--- src/hw/rtl/dlog_pkg.sv ---
// Shared types and constants for the discrete log engine.
`timescale 1ns / 1ps
`default_nettype none
package dlog_pkg;

	typedef enum logic [4:0] {
		ST_IDLE,
		ST_RED_A,
		ST_RED_B,
		ST_CLEAR,
		ST_GCD_INIT,
		ST_GCD_DIV,
		ST_GCD_CHK,
		ST_STRIP_B,
		ST_STRIP_M,
		ST_STRIP_AG,
		ST_STRIP_R,
		ST_STRIP_K,
		ST_SQRT,
		ST_GP_MUL,
		ST_BABY_PUT,
		ST_BABY_RD,
		ST_BABY_CHK,
		ST_BABY_MUL,
		ST_GIANT_MUL,
		ST_GIANT_RD,
		ST_GIANT_CHK,
		ST_DONE
	} dlog_state_t;

	typedef enum logic [1:0] {
		OP_MUL,
		OP_DIV
	} dlog_op_t;

endpackage
`default_nettype wire

--- src/hw/rtl/dlog_arith.sv ---
// Bit-serial modular multiplier and restoring divider, one bit per cycle.
`timescale 1ns / 1ps
`default_nettype none
module dlog_arith #(
	parameter int W = 24
) (
	input  wire logic           clk,
	input  wire logic           arst_n,
	input  wire logic           go,
	input  wire dlog_pkg::dlog_op_t op,
	input  wire logic [W-1:0]   x,
	input  wire logic [W-1:0]   y,
	input  wire logic [W-1:0]   m,
	output logic                done,
	output logic [W-1:0]        quo,
	output logic [W-1:0]        res
);
	localparam int CW = $clog2(W + 1);

	logic              busy_q;
	dlog_pkg::dlog_op_t op_q;
	logic [CW-1:0]     cnt_q;
	logic [W-1:0]      sh_q;
	logic [W-1:0]      add_q;
	logic [W-1:0]      m_q;
	logic [W-1:0]      acc_q;
	logic [W-1:0]      q_q;
	logic [W:0]        dbl;
	logic [W:0]        dbl_add;
	logic [W:0]        rem_sh;

	always_comb begin
		dbl = {acc_q, 1'b0};
		if (dbl >= {1'b0, m_q}) dbl = dbl - {1'b0, m_q};
		dbl_add = dbl;
		if (sh_q[W-1]) begin
			dbl_add = dbl + {1'b0, add_q};
			if (dbl_add >= {1'b0, m_q}) dbl_add = dbl_add - {1'b0, m_q};
		end
		rem_sh = {acc_q, sh_q[W-1]};
	end

	always_ff @(posedge clk or negedge arst_n) begin
		if (!arst_n) begin
			busy_q <= 1'b0;
			done   <= 1'b0;
			cnt_q  <= '0;
			op_q   <= dlog_pkg::OP_MUL;
		end else begin
			done <= 1'b0;
			if (go && !busy_q && !done) begin
				busy_q <= 1'b1;
				op_q   <= op;
				cnt_q  <= CW'(W);
				sh_q   <= x;
				add_q  <= y;
				m_q    <= m;
				acc_q  <= '0;
				q_q    <= '0;
			end else if (busy_q) begin
				sh_q <= {sh_q[W-2:0], 1'b0};
				if (op_q == dlog_pkg::OP_MUL) begin
					acc_q <= dbl_add[W-1:0];
				end else if (rem_sh >= {1'b0, add_q}) begin
					acc_q <= W'(rem_sh - {1'b0, add_q});
					q_q   <= {q_q[W-2:0], 1'b1};
				end else begin
					acc_q <= rem_sh[W-1:0];
					q_q   <= {q_q[W-2:0], 1'b0};
				end
				cnt_q <= cnt_q - 1'b1;
				if (cnt_q == CW'(1)) begin
					busy_q <= 1'b0;
					done   <= 1'b1;
				end
			end
		end
	end

	assign res = acc_q;
	assign quo = q_q;

`ifndef NO_ASSERTIONS
	a_done_pulse: assert property (@(posedge clk) disable iff (!arst_n)
		done |=> !done) else $error("done held");
	a_done_idle: assert property (@(posedge clk) disable iff (!arst_n)
		done |-> !busy_q) else $error("done while busy");
	a_cnt: assert property (@(posedge clk) disable iff (!arst_n)
		busy_q |-> cnt_q != '0) else $error("count zero while busy");
`endif
endmodule
`default_nettype wire

--- config.mk ---
export PLATFORM = sky130hd
export DESIGN_NAME = dlog_arith
export DESIGN_NICKNAME = d
export VERILOG_FILES = /design/src/hw/rtl/dlog_pkg.sv /design/src/hw/rtl/dlog_arith.sv
export SDC_FILE = /design/constraint.sdc
export NUM_CORES = 1
export LEC_CHECK = 0
export BUFFER_PORTS_ARGS = -buffer_cell sky130_fd_sc_hd__buf_4
export CAP_MARGIN = 15
export CORE_UTILIZATION = 35
export CTS_BUF_LIST = sky130_fd_sc_hd__clkbuf_4
export CTS_CLUSTER_DIAMETER = 150
export DETAILED_ROUTE_END_ITERATION = 8
export PLACE_DENSITY = 0.55
export SYNTH_ARGS = -nofsm -noshare
export SYNTH_HDL_FRONTEND = slang
export SYNTH_SLANG_ARGS = --single-unit
--- constraint.sdc ---
create_clock -name clk -period 16.2 [get_ports clk]
set_clock_uncertainty 0.2 [all_clocks]
set_input_delay 3.24 -clock clk [delete_from_list [all_inputs] [get_ports clk]]
set_output_delay 3.24 -clock clk [all_outputs]
set_load 0.01 [all_outputs]
==> results.toml, run 1 <==
[timing]
worst_slack_ns = 7.15
timing.final.crit_share = 0.558
rsz0062_at_grt = "no"
post-route-min-period_ns = 9.05
drv_slew = 0
finalHoldViolations = 0
max-slew-margin-rel = 0.364
timing.setup.tns_ns = 0
whs_ns = 0.278
tightest_slew_ns = 0.952
fmax_ghz = 0.111
setup_viol = 0

[cts]
cts_tree = "yes"
postCtsSetupRepairBufs = 0
clockBufferDepth = 2
cts.sinks = 129
cts.clk_slew.worst_paths_ns = 0.14
root_buffer = "clkbuf_4"
h-tree-depth = 4
insertion_delay_ns = 0.59
cts_buffers = 17
cts_resized = 0
hold_buffers = 0

[yosys]
async_flop_share = 0.0698
synth_enable_flop_cells = 120
synth_warnings = 0
yosysMostFrequentCell = "nand2_1"
syn_inst = 1215
synth_compound_area_frac = 0.229
syn_nets = 1394
synthTopCellsByArea = "edfxtp_1 33%, ha_1 11%, nand2_1 6.9%"
synthSimpleGateAreaFrac = 0.161
synth.avg_cell_area_um2 = 8.94
synth_cell_types = 73
synth_top_family_by_area = "compound AO/OA/AOI/OAI gates"
yosysTopAreaCell = "edfxtp_1"
synth-xor-area-share = 0.0613
synth_area_um2 = 10900
yosys.area_share.adder = 0.120
synth_flop_cell = "edfxtp_1"
synth.top_cells.by_count = "199 x nand2_1, 120 x edfxtp_1, 98 x ha_1"
synth_seq_cells = 129
synth_mux_area_frac = 0.0354
yosysSeqAreaShare = 0.353
synth_top_cell_area_share = 0.332

[die]
ioPinCount = 126
core-area_um2 = 30600
die-area_um2 = 31700
rows = 64
die_y_um = 178
die_w_um = 178
start_util = 0.355

[worst_setup_path]
crit_family = "compound AO/OA/AOI/OAI gates"
path_class = "reg2reg"
crit_arrival_ns = 9.20
worstPathMaxFanout = 21
path_buf_inv = 0
critPathLaunchType = "flip-flop"
slowest_stage = "o22a_1"
slowest_delay_ns = 0.85
cp.required_ns = 16.35
reg2reg_depth = 29
cp_common_cell = "a21o_1"
r2r_slack_ns = 7.15
r2r_end = "res[13]"
cp-end-kind = "flip-flop"
r2r-start = "res[0]"

[placed_design]
globalplace.congestion = 0.980
port_buffers = 125
dp_slack_ns = 7.19
dpl.hpwl_um = 25600
placed_cells = 1708

[run_status]
status = "completed"

[flow_run]
drv_cap = 0

[hold_path]
hold_start = "cnt_q[4]"
hold_class = "reg2reg"
min_to = "done"
hold_depth = 1

[global_route]
grt_pass1_wl_um = 51500
grt_overflow = 0
grt_start_max_net_pins = 63
track_usage = 0.215
grt_pass1_vias = 9118
antenna_found_initial = 1

[detailed_routing]
drt_iter0_drc = 685
routed_wl_um = 33400
avgRoutedWirePerCell_um = 19.2
num_vias = 9578
firstDrtPassIters = 5
drc_errors = 0
viasPerCell = 5.50
antenna_left = 0

[final_layout]
area_delta_synth_final_pct = 15.5
finish.net_count = 1511
drive_gt1_frac = 0.146
stdcell_count = 1742
==> cell families (layout without fill, tap and decap cells) <==
| logic type | after synthesis | count (layout) |
|---|---|---|
| AOI/OAI and AO/OA | 367 | 367 |
| other | 0 | 1 |
| buffers and inverters | 111 | 241 |
| muxes | 37 | 37 |
| DFF | 129 | 129 |
| adders and majority gates | 102 | 102 |
| and+or+nand+nor | 393 | 393 |
| xor gates and xnor gates | 76 | 76 |
==> layer usage <==
layer  vias to the layer above  share of wire  global-route usage
met5                         -              0                   0
met4                         0          0.023              0.0662
met3                        36          0.063              0.0362
met2                       304           0.43               0.330
met1                      4513           0.48               0.306
li1                       4725              -                   -
==> state kept, by name, indices dropped and copies added (netlist names) <==
name    flops
add_q      24
m_q        24
quo        24
res        24
sh_q       24
cnt_q       5
op_q        2
busy_q      1
done        1
==> worst max-delay path by stage <==
stage / from / end / slack, ns / depth (start not counted)
after CTS: res[0] / res[13] / 7.19 / 29
after floorplan: res[11] / res[13] / 8.43 / 30
after global routing: res[0] / res[13] / 6.50 / 30
final: res[0] / res[13] / 7.15 / 29
after global placement: res[0] / res[13] / 7.34 / 29
after detailed placement: res[0] / res[13] / 7.19 / 29
==> through the flow <==
stage,area (µm²),util
6_report,12500,0.410
5_1_grt,12500,0.410
4_1_cts,12500,0.409
3_5_place_dp,12200,0.400
3_3_place_gp,12200,0.400
2_1_floorplan,10900,-
==> cells in the final DEF, fill, tap and decap left out, types with 8 or more instances in the layout <==
cell type,count
xnor2_1,49
nand2_1,199
nor2_1,69
inv_1,71
nand3_1,22
buf_4,136
edfxtp_1,120
nor2b_1,13
a31oi_1,10
o21ai_0,60
o31ai_1,8
xor2_1,27
a211oi_1,25
a21oi_1,94
o21bai_1,11
dfrtp_1,9
clkbuf_4,18
nand2b_1,11
o21a_1,21
a21o_1,38
mux2i_1,29
nand4_1,13
ha_1,98
o211ai_1,13
nor3_1,25
==> cell type report <==
class / instances / area (µm²)
Multi-Input combinational cell: 975 / 6630
Tap cell: 396 / 495
Sequential cell: 129 / 3830
Timing Repair Buffer: 137 / 1040
Fill cell: 3112 / 18100
Antenna cell: 1 / 2.50
Clock buffer: 18 / 135
Clock inverter: 14 / 139
Inverter: 72 / 270
Power of run 1 is left out: the tool's default activity adds up to more than one toggle a clock period on the data nets, which glitch-free logic cannot reach.
==> run 2, diff against run 1 <==
--- a/config.mk
+++ b/config.mk
@@ -11,7 +11,7 @@
 export CTS_BUF_LIST = sky130_fd_sc_hd__clkbuf_4
 export CTS_CLUSTER_DIAMETER = 150
 export DETAILED_ROUTE_END_ITERATION = 8
-export PLACE_DENSITY = 0.55
+export PLACE_DENSITY = 0.57
 export SYNTH_ARGS = -nofsm -noshare
 export SYNTH_HDL_FRONTEND = slang
 export SYNTH_SLANG_ARGS = --single-unit
==> constraint.sdc (replaced) <==
create_clock -name clk -period 7.7 [get_ports clk]
set_clock_uncertainty 0.2 [all_clocks]
set_input_delay 1.54 -clock clk [delete_from_list [all_inputs] [get_ports clk]]
set_output_delay 1.54 -clock clk [all_outputs]
set_load 0.01 [all_outputs]
==> results.toml, run 2 (synthesis results as in run 1) <==
[cts]
cts.sinks = 129
hold_buffers = 0
h-tree-depth = 4
root_buffer = "clkbuf_4"
insertion_delay_ns = 0.59
clockBufferDepth = 2
cts.clk_slew.worst_paths_ns = 0.16
cts_buffers = 17
cts_tree = "yes"

[final_layout]
drive_gt1_frac = 0.217
regArea_um2 = 3830
multiInputGateArea_um2 = 6770
layout_commonest_cell = "buf_4"
final_cell_mix = "222 x buf_4, 199 x nand2_1, 120 x edfxtp_1, 97 x ha_1, 89 x a21oi_1"
fin_util = 0.439
area_delta_synth_final_pct = 23.8
finish.net_count = 1600
fillers = 3035

[worst_setup_path]
r2r_end = "res[1]"
critPathLaunchType = "flip-flop"
r2r_slack_ns = 0.25
path_class = "reg2reg"
crit_arrival_ns = 7.52
cp_common_cell = "a21o_1"
r2r-start = "res[12]"
slowest_delay_ns = 0.44
cp.required_ns = 7.77
worstPathMaxFanout = 11
cp-end-kind = "flip-flop"
slowest_stage = "edfxtp_1"
reg2reg_depth = 32

[detailed_routing]
firstDrtPassIters = 5
antenna_left = 0
routed-wl-met3_um = 2320
met1Wirelength_um = 16400
dr_wl_met2_um = 14700
topRoutingLayerUsed = "met4"
viasPerCell = 5.42
num_vias = 9920
drt_iter0_drc = 743
avgRoutedWirePerCell_um = 18.7
routed_wl_um = 34200
drc_errors = 0

[global_route]
grt_pass1_wl_um = 51600
track_usage = 0.215
grt_start_max_net_pins = 63
antenna_found_initial = 2
grt_pass1_vias = 9343
grt_overflow = 0

[die]
die_w_um = 178
die-area_um2 = 31700
rows = 64
ioPinCount = 126
core-area_um2 = 30600
die_y_um = 178
start_util = 0.355

[flow_run]
drv_cap = 0

[timing]
worst_slack_ns = 0.251
drv_slew = 0
timing.final.crit_share = 0.967
fmax_ghz = 0.134
tightest_slew_ns = 0.929
max-slew-margin-rel = 0.379
post-route-min-period_ns = 7.45
setup_viol = 0
finalHoldViolations = 0

[run_status]
status = "completed"

[placed_design]
globalplace.congestion = 0.920
port_buffers = 125
dp_slack_ns = -0.0504
dpl.hpwl_um = 26200

[hold_path]
hold_start = "cnt_q[4]"
hold_class = "reg2reg"
min_to = "done"
hold_depth = 1
[run 2: how the worst max path moves through the flow]
stage	startpoint	end	slack, ns
after floorplan	res[11]	res[13]	0.01
after global placement	m_q[12]	res[4]	0.07
after detailed placement	res[21]	res[4]	-0.05
after CTS	res[11]	res[4]	0.0006
after global routing	res[12]	res[4]	-0.09
final	res[12]	res[1]	0.25
[run 2: per-layer routing]
metal	global-route usage	vias up
li1	-	4890
met1	0.313	4628
met2	0.326	366
met3	0.0313	36
met4	0.0694	0
met5	0	-
[run 2: critical path, delay by kind of cell (launching register included)]
family / cells / cell delay (ns)
AO/OA/AOI/OAI: 21 / 4.21
adder cells (fa/ha/maj): 4 / 1.14
AND/OR/NAND/NOR: 3 / 0.54
flip-flops: 1 / 0.44
buffers and inverters: 2 / 0.29
multiplexers: 1 / 0.20
XOR/XNOR: 1 / 0.10
[run 2: per-stage QoR]
step | TNS [ns] | area (µm²) | hold WS, ns | std cells
floorplan | 0 | 10900 | 0.235 | 1215
global placement | 0 | 12900 | 0.253 | 1789
detailed placement | -0.133 | 12900 | 0.271 | 1789
CTS | 0 | 13200 | 0.290 | 1821
global route | -0.846 | 13400 | 0.310 | 1830
finish | 0 | 13400 | 0.289 | 1830
[run 2: layout make-up]
type	instances	share of cell area
flip-flops and latches	129	0.285
well taps	396	0.0369
inverters	72	0.0201
clock buffers	18	0.0101
clock inverters	13	0.0157
repair buffers	226	0.129
diodes	1	0.000186
multi-input cells	975	0.504
[run 2: timing repair]
action,4_1_cts,5_1_grt
endpoints found under the setup margin,15,24
buffers inserted,1,7
pin swaps,1,16
resized for setup,5,34
Power of run 2 is left out for the same reason.
